## src/asc_pkg.sv

```systemverilog
// ---------------------------------------------------------------------------
// asc_pkg
// Shared types, codes and permutation helpers for the Ascon-128 encryptor.
// ---------------------------------------------------------------------------
package asc_pkg;

   typedef logic [63:0] word_type;
   typedef logic [3:0]  count_type;
   typedef logic [1:0]  kind_type;
   typedef logic [4:0][63:0] lanes_type;

   // request type codes
   localparam kind_type REQ_START = 2'd0;
   localparam kind_type REQ_AD    = 2'd1;
   localparam kind_type REQ_PT    = 2'd2;

   // result kind codes
   localparam kind_type KIND_CT     = 2'd0;
   localparam kind_type KIND_TAG_HI = 2'd1;
   localparam kind_type KIND_TAG_LO = 2'd2;

   // register indexes
   localparam logic CSR_KEY_HIGH = 1'b0;
   localparam logic CSR_KEY_LOW  = 1'b1;

   localparam word_type  ASCON_IV   = 64'h80400c0600000000;
   localparam count_type FULL_BYTES = 4'd8;
   localparam logic [3:0] LAST_ROUND  = 4'd11;
   localparam logic [3:0] ROUNDS_12   = 4'd0;
   localparam logic [3:0] ROUNDS_6    = 4'd6;

   // command queue geometry
   localparam int QUEUE_AW    = 1;
   localparam int QUEUE_DEPTH = 1 << QUEUE_AW;

   typedef enum logic [1:0] {
      PH_IDLE,
      PH_INIT,
      PH_AD,
      PH_PT
   } phase_type;

   typedef enum logic [1:0] {
      CMD_START,
      CMD_AD,
      CMD_SEP,
      CMD_PT
   } cmd_op_type;

   typedef struct packed {
      cmd_op_type op;
      logic       pre_pad;
      logic       sep;
      logic       last;
      count_type  cnt;
      word_type   data;
      word_type   nonce_high;
      word_type   nonce_low;
   } cmd_type;

   typedef enum logic [3:0] {
      S_IDLE,
      S_PERM,
      S_START_FIN,
      S_AD_MID,
      S_AD_FIN,
      S_PT_ABS,
      S_PT_PADK,
      S_TAG_HI,
      S_TAG_LO
   } core_state_type;

   function automatic word_type asc_rotr(word_type v, int unsigned n);
      return (v >> n) | (v << (64 - n));
   endfunction

   function automatic logic [7:0] asc_round_const(logic [3:0] idx);
      return 8'(8'hF0 - 8'd15 * {4'd0, idx});
   endfunction

   // top bytes kept, count 0..8
   function automatic word_type asc_byte_mask(count_type cnt);
      word_type m;
      m = '0;
      if (cnt != 4'd0) begin
         m = ~64'd0 << (7'd64 - {cnt, 3'b000});
      end
      return m;
   endfunction

   // single 0x80 byte right after the last valid byte, count 0..7
   function automatic word_type asc_pad_word(count_type cnt);
      return 64'h80 << (6'd56 - {cnt[2:0], 3'b000});
   endfunction

   // one permutation round
   function automatic lanes_type asc_round(lanes_type s, logic [3:0] idx);
      word_type x0, x1, x2, x3, x4;
      word_type t0, t1, t2, t3, t4;
      lanes_type r;
      x0 = s[0];
      x1 = s[1];
      x2 = s[2] ^ {56'd0, asc_round_const(idx)};
      x3 = s[3];
      x4 = s[4];
      // substitution layer
      x0 = x0 ^ x4;
      x4 = x4 ^ x3;
      x2 = x2 ^ x1;
      t0 = ~x0 & x1;
      t1 = ~x1 & x2;
      t2 = ~x2 & x3;
      t3 = ~x3 & x4;
      t4 = ~x4 & x0;
      x0 = x0 ^ t1;
      x1 = x1 ^ t2;
      x2 = x2 ^ t3;
      x3 = x3 ^ t4;
      x4 = x4 ^ t0;
      x1 = x1 ^ x0;
      x0 = x0 ^ x4;
      x3 = x3 ^ x2;
      x2 = ~x2;
      // linear diffusion layer
      r[0] = x0 ^ asc_rotr(x0, 19) ^ asc_rotr(x0, 28);
      r[1] = x1 ^ asc_rotr(x1, 61) ^ asc_rotr(x1, 39);
      r[2] = x2 ^ asc_rotr(x2, 1)  ^ asc_rotr(x2, 6);
      r[3] = x3 ^ asc_rotr(x3, 10) ^ asc_rotr(x3, 17);
      r[4] = x4 ^ asc_rotr(x4, 7)  ^ asc_rotr(x4, 41);
      return r;
   endfunction

endpackage

```

## src/asc_if.sv

```systemverilog
// ---------------------------------------------------------------------------
// asc_if
// Valid/ready channels for request items and result items.
// ---------------------------------------------------------------------------
interface asc_req_if;
   logic                valid;
   logic                ready;
   asc_pkg::kind_type   req_type;
   asc_pkg::word_type   nonce_high;
   asc_pkg::word_type   nonce_low;
   asc_pkg::word_type   data_word;
   asc_pkg::count_type  byte_count;
   logic                last_block;

   modport source (output valid, req_type, nonce_high, nonce_low, data_word, byte_count,
                   last_block, input ready);
   modport sink (input valid, req_type, nonce_high, nonce_low, data_word, byte_count,
                 last_block, output ready);
endinterface

interface asc_rsp_if;
   logic                valid;
   logic                ready;
   asc_pkg::kind_type   out_kind;
   asc_pkg::word_type   out_data;
   asc_pkg::count_type  out_bytes;
   logic                out_last;

   modport source (output valid, out_kind, out_data, out_bytes, out_last, input ready);
   modport sink (input valid, out_kind, out_data, out_bytes, out_last, output ready);
endinterface

```

## src/asc_front.sv

```systemverilog
// ---------------------------------------------------------------------------
// asc_front
// Accepts request items, tracks the message phase and turns each item into
// a command for the back end; items that have no effect are dropped.
// ---------------------------------------------------------------------------
module asc_front (
   input  logic              clock,
   input  logic              reset,
   asc_req_if.sink           req_chan,
   input  logic              q_full,
   output logic              push,
   output asc_pkg::cmd_type  push_cmd
);
   import asc_pkg::*;

   phase_type phase_ff, phase_in;
   count_type cnt_sat;
   logic      last;
   logic      accept;
   logic      want;

   // saturate count, short blocks count as last
   assign cnt_sat = (req_chan.byte_count > FULL_BYTES) ? FULL_BYTES : req_chan.byte_count;
   assign last    = req_chan.last_block | (cnt_sat < FULL_BYTES);

   assign req_chan.ready = !q_full;
   assign accept         = req_chan.valid & req_chan.ready;
   assign push           = accept & want;

   // next phase
   always_comb begin
      phase_in = phase_ff;
      if (accept) begin
         case (req_chan.req_type)
            REQ_START: begin
               phase_in = PH_INIT;
            end
            REQ_AD: begin
               if (phase_ff inside {PH_INIT, PH_AD}) begin
                  phase_in = last ? PH_PT : PH_AD;
               end
            end
            REQ_PT: begin
               if (phase_ff != PH_IDLE) begin
                  phase_in = last ? PH_IDLE : PH_PT;
               end
            end
            default: begin
               phase_in = phase_ff;
            end
         endcase
      end
   end

   // command for the back end
   always_comb begin
      want                = 1'b0;
      push_cmd.op         = CMD_START;
      push_cmd.pre_pad    = 1'b0;
      push_cmd.sep        = 1'b0;
      push_cmd.last       = last;
      push_cmd.cnt        = cnt_sat;
      push_cmd.data       = req_chan.data_word;
      push_cmd.nonce_high = req_chan.nonce_high;
      push_cmd.nonce_low  = req_chan.nonce_low;
      case (req_chan.req_type)
         REQ_START: begin
            want = 1'b1;
         end
         REQ_AD: begin
            want = (phase_ff inside {PH_INIT, PH_AD});
            // empty associated data right after start only separates
            if (phase_ff == PH_INIT && last && cnt_sat == 4'd0) begin
               push_cmd.op = CMD_SEP;
            end else begin
               push_cmd.op = CMD_AD;
            end
         end
         REQ_PT: begin
            want             = (phase_ff != PH_IDLE);
            push_cmd.op      = CMD_PT;
            push_cmd.pre_pad = (phase_ff == PH_AD);
            push_cmd.sep     = (phase_ff == PH_INIT);
         end
         default: begin
            want = 1'b0;
         end
      endcase
   end

   always_ff @(posedge clock) begin
      if (reset) begin
         phase_ff <= PH_IDLE;
      end else begin
         phase_ff <= phase_in;
      end
   end

endmodule

```

## src/asc_queue.sv

```systemverilog
// ---------------------------------------------------------------------------
// asc_queue
// Short command queue between the front end and the back end.
// ---------------------------------------------------------------------------
module asc_queue (
   input  logic              clock,
   input  logic              reset,
   input  logic              push,
   input  asc_pkg::cmd_type  push_cmd,
   output logic              full,
   input  logic              pop,
   output logic              q_valid,
   output asc_pkg::cmd_type  q_cmd
);
   import asc_pkg::*;

   cmd_type               entry_ff [QUEUE_DEPTH];
   logic [QUEUE_AW-1:0]   wr_ptr_ff, wr_ptr_in;
   logic [QUEUE_AW-1:0]   rd_ptr_ff, rd_ptr_in;
   logic [QUEUE_AW:0]     count_ff, count_in;

   assign full    = (count_ff == (QUEUE_AW + 1)'(QUEUE_DEPTH));
   assign q_valid = (count_ff != '0);
   assign q_cmd   = entry_ff[rd_ptr_ff];

   // pointer and fill update
   always_comb begin
      wr_ptr_in = wr_ptr_ff;
      rd_ptr_in = rd_ptr_ff;
      count_in  = count_ff;
      if (push) begin
         wr_ptr_in = wr_ptr_ff + 1'b1;
      end
      if (pop) begin
         rd_ptr_in = rd_ptr_ff + 1'b1;
      end
      if (push && !pop) begin
         count_in = count_ff + 1'b1;
      end else if (pop && !push) begin
         count_in = count_ff - 1'b1;
      end
   end

   always_ff @(posedge clock) begin
      if (reset) begin
         wr_ptr_ff <= '0;
         rd_ptr_ff <= '0;
         count_ff  <= '0;
      end else begin
         wr_ptr_ff <= wr_ptr_in;
         rd_ptr_ff <= rd_ptr_in;
         count_ff  <= count_in;
      end
   end

   // entry storage
   always_ff @(posedge clock) begin
      if (push) begin
         entry_ff[wr_ptr_ff] <= push_cmd;
      end
   end

   a_no_overflow: assert property (@(posedge clock) disable iff (reset)
      (count_ff <= (QUEUE_AW + 1)'(QUEUE_DEPTH)))
      else $error("command queue fill beyond depth");

endmodule

```

## src/asc_core.sv

```systemverilog
// ---------------------------------------------------------------------------
// asc_core
// Back end: runs commands on the 320-bit state with one round per cycle and
// drives ciphertext and tag items through an output register.
// ---------------------------------------------------------------------------
module asc_core (
   input  logic              clock,
   input  logic              reset,
   input  asc_pkg::word_type key_high,
   input  asc_pkg::word_type key_low,
   input  logic              q_valid,
   input  asc_pkg::cmd_type  q_cmd,
   output logic              q_pop,
   asc_rsp_if.source         rsp_chan
);
   import asc_pkg::*;

   core_state_type state_ff, state_in;
   core_state_type ret_ff, ret_in;
   lanes_type      lanes_ff, lanes_in;
   logic [3:0]     rnd_ff, rnd_in;
   cmd_type        cmd_ff, cmd_in;

   logic           rsp_valid_ff, rsp_valid_in;
   kind_type       out_kind_ff, out_kind_in;
   word_type       out_data_ff, out_data_in;
   count_type      out_bytes_ff, out_bytes_in;
   logic           out_last_ff, out_last_in;
   logic           out_load;

   logic           out_free;
   logic           pt_go;
   cmd_type        cur;
   word_type       cur_mask;
   word_type       cur_data;
   lanes_type      x;

   assign out_free = !rsp_valid_ff || rsp_chan.ready;
   assign cur      = (state_ff == S_IDLE) ? q_cmd : cmd_ff;
   assign cur_mask = asc_byte_mask(cur.cnt);
   assign cur_data = cur.data & cur_mask;

   // plaintext absorb fires straight from idle, or after the closing pad block
   assign pt_go = out_free &&
      ((state_ff == S_IDLE && q_valid && q_cmd.op == CMD_PT && !q_cmd.pre_pad) ||
       (state_ff == S_PT_ABS));

   assign q_pop = (state_ff == S_IDLE) && q_valid &&
      !(q_cmd.op == CMD_PT && !q_cmd.pre_pad && !out_free);

   // next state
   always_comb begin
      state_in = state_ff;
      case (state_ff)
         S_IDLE: begin
            if (q_pop) begin
               state_in = (q_cmd.op == CMD_SEP) ? S_IDLE : S_PERM;
            end
         end
         S_PERM: begin
            if (rnd_ff == LAST_ROUND) begin
               state_in = ret_ff;
            end
         end
         S_START_FIN: state_in = S_IDLE;
         S_AD_MID: begin
            state_in = (cmd_ff.cnt == FULL_BYTES) ? S_PERM : S_IDLE;
         end
         S_AD_FIN: state_in = S_IDLE;
         S_PT_ABS: begin
            if (out_free) begin
               state_in = S_PERM;
            end
         end
         S_PT_PADK: state_in = S_PERM;
         S_TAG_HI: begin
            if (out_free) begin
               state_in = S_TAG_LO;
            end
         end
         S_TAG_LO: begin
            if (out_free) begin
               state_in = S_IDLE;
            end
         end
         default: state_in = S_IDLE;
      endcase
   end

   // datapath and result loading
   always_comb begin
      x            = lanes_ff;
      rnd_in       = rnd_ff;
      ret_in       = ret_ff;
      cmd_in       = cmd_ff;
      out_load     = 1'b0;
      out_kind_in  = out_kind_ff;
      out_data_in  = out_data_ff;
      out_bytes_in = out_bytes_ff;
      out_last_in  = out_last_ff;

      if (q_pop) begin
         cmd_in = q_cmd;
      end

      if (pt_go) begin
         // separation, absorb and ciphertext
         if (cur.pre_pad || cur.sep) begin
            x[4] = x[4] ^ 64'd1;
         end
         x[0]         = x[0] ^ cur_data;
         out_load     = 1'b1;
         out_kind_in  = KIND_CT;
         out_data_in  = x[0] & cur_mask;
         out_bytes_in = cur.cnt;
         out_last_in  = 1'b0;
         if (!cur.last) begin
            rnd_in = ROUNDS_6;
            ret_in = S_IDLE;
         end else if (cur.cnt == FULL_BYTES) begin
            rnd_in = ROUNDS_6;
            ret_in = S_PT_PADK;
         end else begin
            x[0]   = x[0] ^ asc_pad_word(cur.cnt);
            x[1]   = x[1] ^ key_high;
            x[2]   = x[2] ^ key_low;
            rnd_in = ROUNDS_12;
            ret_in = S_TAG_HI;
         end
      end else begin
         case (state_ff)
            S_IDLE: begin
               if (q_pop) begin
                  case (q_cmd.op)
                     CMD_START: begin
                        x[0]   = ASCON_IV;
                        x[1]   = key_high;
                        x[2]   = key_low;
                        x[3]   = q_cmd.nonce_high;
                        x[4]   = q_cmd.nonce_low;
                        rnd_in = ROUNDS_12;
                        ret_in = S_START_FIN;
                     end
                     CMD_AD: begin
                        x[0] = x[0] ^ cur_data;
                        if (q_cmd.cnt < FULL_BYTES) begin
                           x[0] = x[0] ^ asc_pad_word(q_cmd.cnt);
                        end
                        rnd_in = ROUNDS_6;
                        ret_in = q_cmd.last ? S_AD_MID : S_IDLE;
                     end
                     CMD_SEP: begin
                        x[4] = x[4] ^ 64'd1;
                     end
                     CMD_PT: begin
                        // close open associated data with a padding block
                        x[0]   = x[0] ^ asc_pad_word(4'd0);
                        rnd_in = ROUNDS_6;
                        ret_in = S_PT_ABS;
                     end
                     default: begin
                        x = lanes_ff;
                     end
                  endcase
               end
            end
            S_PERM: begin
               x      = asc_round(lanes_ff, rnd_ff);
               rnd_in = rnd_ff + 4'd1;
            end
            S_START_FIN: begin
               x[3] = x[3] ^ key_high;
               x[4] = x[4] ^ key_low;
            end
            S_AD_MID: begin
               if (cmd_ff.cnt == FULL_BYTES) begin
                  x[0]   = x[0] ^ asc_pad_word(4'd0);
                  rnd_in = ROUNDS_6;
                  ret_in = S_AD_FIN;
               end else begin
                  x[4] = x[4] ^ 64'd1;
               end
            end
            S_AD_FIN: begin
               x[4] = x[4] ^ 64'd1;
            end
            S_PT_PADK: begin
               x[0]   = x[0] ^ asc_pad_word(4'd0);
               x[1]   = x[1] ^ key_high;
               x[2]   = x[2] ^ key_low;
               rnd_in = ROUNDS_12;
               ret_in = S_TAG_HI;
            end
            S_TAG_HI: begin
               if (out_free) begin
                  out_load     = 1'b1;
                  out_kind_in  = KIND_TAG_HI;
                  out_data_in  = lanes_ff[3] ^ key_high;
                  out_bytes_in = FULL_BYTES;
                  out_last_in  = 1'b0;
               end
            end
            S_TAG_LO: begin
               if (out_free) begin
                  out_load     = 1'b1;
                  out_kind_in  = KIND_TAG_LO;
                  out_data_in  = lanes_ff[4] ^ key_low;
                  out_bytes_in = FULL_BYTES;
                  out_last_in  = 1'b1;
               end
            end
            default: begin
               x = lanes_ff;
            end
         endcase
      end
      lanes_in     = x;
      rsp_valid_in = out_load | (rsp_valid_ff & !rsp_chan.ready);
   end

   always_ff @(posedge clock) begin
      if (reset) begin
         state_ff     <= S_IDLE;
         ret_ff       <= S_IDLE;
         rnd_ff       <= '0;
         lanes_ff     <= '0;
         rsp_valid_ff <= 1'b0;
      end else begin
         state_ff     <= state_in;
         ret_ff       <= ret_in;
         rnd_ff       <= rnd_in;
         lanes_ff     <= lanes_in;
         rsp_valid_ff <= rsp_valid_in;
      end
   end

   // command and result payload
   always_ff @(posedge clock) begin
      cmd_ff       <= cmd_in;
      out_kind_ff  <= out_kind_in;
      out_data_ff  <= out_data_in;
      out_bytes_ff <= out_bytes_in;
      out_last_ff  <= out_last_in;
   end

   assign rsp_chan.valid     = rsp_valid_ff;
   assign rsp_chan.out_kind  = out_kind_ff;
   assign rsp_chan.out_data  = out_data_ff;
   assign rsp_chan.out_bytes = out_bytes_ff;
   assign rsp_chan.out_last  = out_last_ff;

   a_tag_order: assert property (@(posedge clock) disable iff (reset)
      (state_ff == S_TAG_LO) |-> ($past(state_ff) == S_TAG_HI || $past(state_ff) == S_TAG_LO))
      else $error("tag low half without tag high half");

   a_perm_exit: assert property (@(posedge clock) disable iff (reset)
      (state_ff == S_PERM && state_in != S_PERM) |-> (rnd_ff == LAST_ROUND))
      else $error("permutation left before last round");

   a_pop_idle: assert property (@(posedge clock) disable iff (reset)
      q_pop |=> (state_ff == S_PERM || state_ff == S_IDLE))
      else $error("command taken outside idle");

endmodule

```

## src/ascon128_aead_encrypt.sv

```systemverilog
// ---------------------------------------------------------------------------
// ascon128_aead_encrypt
// Ascon-128 authenticated encryption, 64-bit rate, streaming blocks.
// ---------------------------------------------------------------------------
//  channel    dir  handshake        contents
//  req_chan   in   valid/ready      start with nonce, associated data, plaintext
//  rsp_chan   out  valid/ready      ciphertext block, tag high half, tag low half
//  csr_*      in   write enable     key_high (index 0), key_low (index 1)
//
// Sequencing: the back end runs one permutation round per cycle once a command
// has left the queue; a data block runs 6 rounds, a start 12 rounds and a key
// add; a final associated-data block adds a separation step, after a padding
// block of 6 rounds when it is full; a final plaintext block runs 12 rounds and
// sends both tag halves, and when it is full 6 rounds and a padding block come first.
// Reset: synchronous; clears key, phase, command queue, sequencer, output.
// Stalls: the front end keeps taking items while the two-entry command queue
// has room; the back end holds in its output states while rsp is not ready.
// ---------------------------------------------------------------------------
module ascon128_aead_encrypt (
   input  logic              clock,
   input  logic              reset,
   asc_req_if.sink           req_chan,
   asc_rsp_if.source         rsp_chan,
   input  logic              csr_we,
   input  logic              csr_index,
   input  asc_pkg::word_type csr_wdata
);
   import asc_pkg::*;

   word_type key_high_ff, key_high_in;
   word_type key_low_ff, key_low_in;
   logic     push;
   cmd_type  push_cmd;
   logic     q_full;
   logic     q_pop;
   logic     q_valid;
   cmd_type  q_cmd;

   // key registers
   always_comb begin
      key_high_in = key_high_ff;
      key_low_in  = key_low_ff;
      if (csr_we) begin
         case (csr_index)
            CSR_KEY_HIGH: key_high_in = csr_wdata;
            CSR_KEY_LOW:  key_low_in  = csr_wdata;
            default:      key_high_in = key_high_ff;
         endcase
      end
   end

   always_ff @(posedge clock) begin
      if (reset) begin
         key_high_ff <= '0;
         key_low_ff  <= '0;
      end else begin
         key_high_ff <= key_high_in;
         key_low_ff  <= key_low_in;
      end
   end

   asc_front u_front (
      .clock    (clock),
      .reset    (reset),
      .req_chan (req_chan),
      .q_full   (q_full),
      .push     (push),
      .push_cmd (push_cmd)
   );

   asc_queue u_queue (
      .clock    (clock),
      .reset    (reset),
      .push     (push),
      .push_cmd (push_cmd),
      .full     (q_full),
      .pop      (q_pop),
      .q_valid  (q_valid),
      .q_cmd    (q_cmd)
   );

   asc_core u_core (
      .clock    (clock),
      .reset    (reset),
      .key_high (key_high_ff),
      .key_low  (key_low_ff),
      .q_valid  (q_valid),
      .q_cmd    (q_cmd),
      .q_pop    (q_pop),
      .rsp_chan (rsp_chan)
   );

endmodule
```

## src/flat_wrapper.sv

```systemverilog
// flat-port wrapper written by rule: the top's interface ports become plain ports
module ascon128_aead_encrypt_flat import asc_pkg::*;
  (clock, reset, csr_we, csr_index, csr_wdata, req_chan_valid, req_chan_req_type, req_chan_nonce_high, req_chan_nonce_low, req_chan_data_word, req_chan_byte_count, req_chan_last_block, req_chan_ready, rsp_chan_valid, rsp_chan_out_kind, rsp_chan_out_data, rsp_chan_out_bytes, rsp_chan_out_last, rsp_chan_ready);
  asc_req_if req_chan_i ();
  asc_rsp_if rsp_chan_i ();
  input  logic clock;
  input  logic reset;
  input  logic csr_we;
  input  logic csr_index;
  input  asc_pkg::word_type csr_wdata;
  input wire logic [$bits(req_chan_i.valid)-1:0] req_chan_valid;
  input wire logic [$bits(req_chan_i.req_type)-1:0] req_chan_req_type;
  input wire logic [$bits(req_chan_i.nonce_high)-1:0] req_chan_nonce_high;
  input wire logic [$bits(req_chan_i.nonce_low)-1:0] req_chan_nonce_low;
  input wire logic [$bits(req_chan_i.data_word)-1:0] req_chan_data_word;
  input wire logic [$bits(req_chan_i.byte_count)-1:0] req_chan_byte_count;
  input wire logic [$bits(req_chan_i.last_block)-1:0] req_chan_last_block;
  output wire logic [$bits(req_chan_i.ready)-1:0] req_chan_ready;
  output wire logic [$bits(rsp_chan_i.valid)-1:0] rsp_chan_valid;
  output wire logic [$bits(rsp_chan_i.out_kind)-1:0] rsp_chan_out_kind;
  output wire logic [$bits(rsp_chan_i.out_data)-1:0] rsp_chan_out_data;
  output wire logic [$bits(rsp_chan_i.out_bytes)-1:0] rsp_chan_out_bytes;
  output wire logic [$bits(rsp_chan_i.out_last)-1:0] rsp_chan_out_last;
  input wire logic [$bits(rsp_chan_i.ready)-1:0] rsp_chan_ready;
  assign req_chan_i.valid = req_chan_valid;
  assign req_chan_i.req_type = req_chan_req_type;
  assign req_chan_i.nonce_high = req_chan_nonce_high;
  assign req_chan_i.nonce_low = req_chan_nonce_low;
  assign req_chan_i.data_word = req_chan_data_word;
  assign req_chan_i.byte_count = req_chan_byte_count;
  assign req_chan_i.last_block = req_chan_last_block;
  assign req_chan_ready = req_chan_i.ready;
  assign rsp_chan_valid = rsp_chan_i.valid;
  assign rsp_chan_out_kind = rsp_chan_i.out_kind;
  assign rsp_chan_out_data = rsp_chan_i.out_data;
  assign rsp_chan_out_bytes = rsp_chan_i.out_bytes;
  assign rsp_chan_out_last = rsp_chan_i.out_last;
  assign rsp_chan_i.ready = rsp_chan_ready;
  ascon128_aead_encrypt u_core (.clock(clock), .reset(reset), .req_chan(req_chan_i), .rsp_chan(rsp_chan_i), .csr_we(csr_we), .csr_index(csr_index), .csr_wdata(csr_wdata));
endmodule
```

## config.mk

```make
export PLATFORM = sky130hd
export DESIGN_NAME = ascon128_aead_encrypt_flat
export DESIGN_NICKNAME = d
export VERILOG_FILES = /design/src/asc_pkg.sv /design/src/asc_if.sv /design/src/asc_front.sv /design/src/asc_queue.sv /design/src/asc_core.sv /design/src/ascon128_aead_encrypt.sv /design/src/flat_wrapper.sv
export SDC_FILE = /design/constraint.sdc
export NUM_CORES = 2
export LEC_CHECK = 0
export ABC_AREA = 1
export BUFFER_PORTS_ARGS = -buffer_cell sky130_fd_sc_hd__clkbuf_2
export CAP_MARGIN = 10
export CORE_MARGIN = 2
export CORE_UTILIZATION = 56
export DETAILED_ROUTE_END_ITERATION = 12
export PLACE_DENSITY = 0.75
export SKIP_CTS_REPAIR_TIMING = 1
export SLEW_MARGIN = 5
export SYNTH_ARGS = -nofsm -noshare
export SYNTH_HDL_FRONTEND = slang
export SYNTH_SLANG_ARGS = --single-unit
```

## constraint.sdc

```tcl
create_clock -name clock -period 14.5 [get_ports clock]
set_input_delay 4.35 -clock clock [delete_from_list [all_inputs] [get_ports clock]]
set_output_delay 4.35 -clock clock [all_outputs]
set_load 0.02 [all_outputs]
```

==> metrics.md <==
| Metric | Value |
|---|---|
| CP Max Fanout | 87 |
| Vias | about 58,000 |
| Gr usage total | between 40% and 50% |
| MaxCap Viol Count | 2 |
| CTS tree | built |
| Syn_area_per_cell | around 8.3 sq um |
| Detailed placement HPWL | just over 200 mm |
| Crit-path leading delay family | buffers and inverters |
| Grt ovf | 0 |
| Setup violators final | 0 |
| RSZ-0062 raised after global routing | no |
| Ys flop type | edfxtp_1 |
| Clk buf depth | 3 |
| Worst slew pin tran | 1.55 ns |
| Kind of critical path | in -> reg |
| Initial antenna violation count | 16 |
| First-pass GRT wire length | 381 mm |
| Num CTS Buffers | between 100 and 150 |
| Nets@finish | about 8,100 |
| Synth area leaders | edfxtp_1, dfxtp_1, xor2_1, nand2_1, o21ai_0 |
| Post-route setup TNS | 0 ns |
| Worst Setup End Kind | flop |
| Post-DRT Antenna Nets | 0 |
| Synth Area in Simple Gates | approximately 16% |
| RD Place Congestion | 1.12 |
| Mux share of post-synthesis cell area | less than 1% |
| # IOs | around 340 |
| Avg Vias per Cell | roughly 6.3 |
| Synth Area in XOR/XNOR | between 15 and 20% |
| Status | finished, violations left |
| Top-count cell post-synth | nand2_1 |
| Startpoint types | input pin |
| Violated checks | max-capacitance violations, max-slew violations |
| Post-synthesis cell count | about 7,400 |
| Final hold violations | 0 |
| Share of Yosys cell area claimed by the top area cell type | a little over a quarter |
| Tcrit/Tclk final | between 50% and 60% |
| Vias in the first global route | 51,549 |
| Sequential area share after synthesis | between 40% and 50% |
| Clock Skews | around 0.047 ns |
| Total Wirelength | 278 mm |
| Die area | between 100,000 and 150,000 sq um |
| Relative slew margins | -4.27% |
| DR WL/cell | ~30 um |
| Buf/Inv on CP | 7 |
| Share of layout cells above drive strength 1 | roughly 11% |
| Cell variety after synth | 57 |
| Yosys warning total | 0 |
| Die width | roughly 340 um |
| Clock tree sinks | 1,010 |
| Cell Chain, Critical Path | clkbuf_2, nor2_1, buf_4, a21oi_4, inv_6, nor2_8, buf_4, inv_4, nand2_4, buf_4, buf_4, o21ai_0, a31oi_1 |
| DR DRC count | 0 |
| Port Buffers | roughly 340 |
| Initial cell density of the core | between 50% and 60% |
| Most frequent CP cell | buf_4 |
| Ys async rst share | 0% |
| HP Class | reg -> reg |
| CP required | around 15 ns |
| Syn-to-layout area delta | 11.0% |
| H-tree levels | 3 |
| Post-synthesis adder-cell area fraction | 3.44% |
| Slowest cell on crit path | buf_4 |
| Clk slew on worst S/H paths | about 0.07 ns |
| Post-synthesis compound-gate area fraction | 17.2% |
| Fmax | roughly 0.12 GHz |
| Largest net degree at the start of global routing | ~150 |
| 1st-iter DRT viols | between 9,000 and 10,000 |
| Die Y-Extent | roughly 340 um |
| FF+latch count, synth | 1,010 |
| Main combinational cell family by area after synthesis | compound AO/OA/AOI/OAI gates |
| Tmin final | about 8.2 ns |
| CP arrival | about 9 ns |
| Core ar. | approximately 110,000 sq um |
| Post-synth EDFFs | between 500 and 600 |
| Latest clock arrival within the worst-skew pair | 0.76 ns |
| Area leader, netlist | edfxtp_1 |
| DRT Pass-1 Iters | 6 |
| Clock Tree Root | clkbuf_16 |
| Worst path max stage delay | 0.88 ns |
| Fin. max-slew vios | 4 |
| Post-synth top cells | nand2_1, o21ai_0, xor2_1 |
| Synthesized cell area | around 61,000 sq um |
| Post-synth net total | 7,875 |
| Row cnt | between 100 and 150 |
==> path summary, 6_finish.rpt <==
kind                             from  slack, ns                           to  cells past startpoint
min reg2reg  u_core.u_queue.rd_ptr_ff       0.44                         flop                      1
min          u_core.u_queue.rd_ptr_ff       0.44                         flop                      1
max                    rsp_chan_ready       6.34  u_core.u_core.lanes_ff[185]                     13
max reg2reg                      flop       8.26  u_core.u_core.lanes_ff[185]                     16
==> layout by cell type, fill, tap and decap left out, types with 22 or more instances in the layout <==
cell type / n
clkbuf_2: 341
edfxtp_1: 541
o221ai_1: 22
dfxtp_1: 468
o211ai_1: 99
a22o_1: 68
xnor2_1: 334
a31oi_1: 138
inv_1: 528
o22ai_1: 31
nand2_1: 1438
xor2_1: 720
o21ai_1: 24
or2_2: 142
nor2_1: 438
clkbuf_1: 27
o21ai_0: 925
ha_1: 161
clkbuf_16: 106
nand3_1: 279
mux2i_1: 53
a21oi_1: 483
buf_4: 128
==> logic make-up after synthesis <==
group                      after synthesis
and+or+nand+nor                       2356
adders and majority gates              166
AOI/OAI and AO/OA                     1881
xor gates and xnor gates              1061
buffers and inverters                  913
DFF                                   1010
muxes                                   53
==> registers in the layout, indices dropped and copies added, names as in the netlist, named ones only <==
| name | count |
|---|---|
| u_core.u_core.cmd_ff | 71 |
| u_core.u_core.rsp_chan.valid | 1 |
| u_core.u_queue.wr_ptr_ff | 1 |
| u_core.key_high_ff | 64 |
| u_core.u_queue.count_ff | 2 |
| u_core.key_low_ff | 64 |
| u_core.u_core.rsp_chan.out_bytes | 4 |
| u_core.u_core.ret_ff | 3 |
| u_core.u_queue.entry_ff | 402 |
| u_core.u_core.rsp_chan.out_kind | 2 |
| u_core.u_core.lanes_ff | 320 |
| u_core.u_core.rnd_ff | 4 |
| u_core.u_core.state_ff | 4 |
| u_core.u_front.phase_ff | 2 |
| u_core.u_core.rsp_chan.out_data | 64 |
| u_core.u_queue.rd_ptr_ff | 1 |
==> final cells by class <==
cell class	count	area, sq um
inverter	549	2090
multi-input combinational	5517	32400
tap	1414	1770
sequential	1010	25600
antenna	4	10.0
clock inverter	50	639
fill	9298	40700
timing repair buffer	474	2750
clock buffer	144	2910
==> stage by stage <==
stage                     hold WS, ns  cell area [sq um]  setup slack [ns]  std cells  util [%]
after detailed placement        0.439              64600              5.83       8961      59.4
after CTS                       0.448              68100              6.58       9155      62.6
final                           0.444              68200              6.34       9162      62.6
after global placement          0.443              64600              5.96       8961      59.4
after global routing            0.479              68200              6.21       9160      62.6
after floorplan                 0.426              61500             0.528       7440         -
==> layer usage <==
layer	wire (um)	GRT usage [%]	vias up
met2	112000	68.1	4165
met3	36500	13.6	892
li1	-	-	25558
met5	70	0	-
met4	26200	36.4	10
met1	103000	62.2	27382
Power is not shown: default switching activity piles up to over one toggle a cycle in this logic, so the estimate is an artifact.
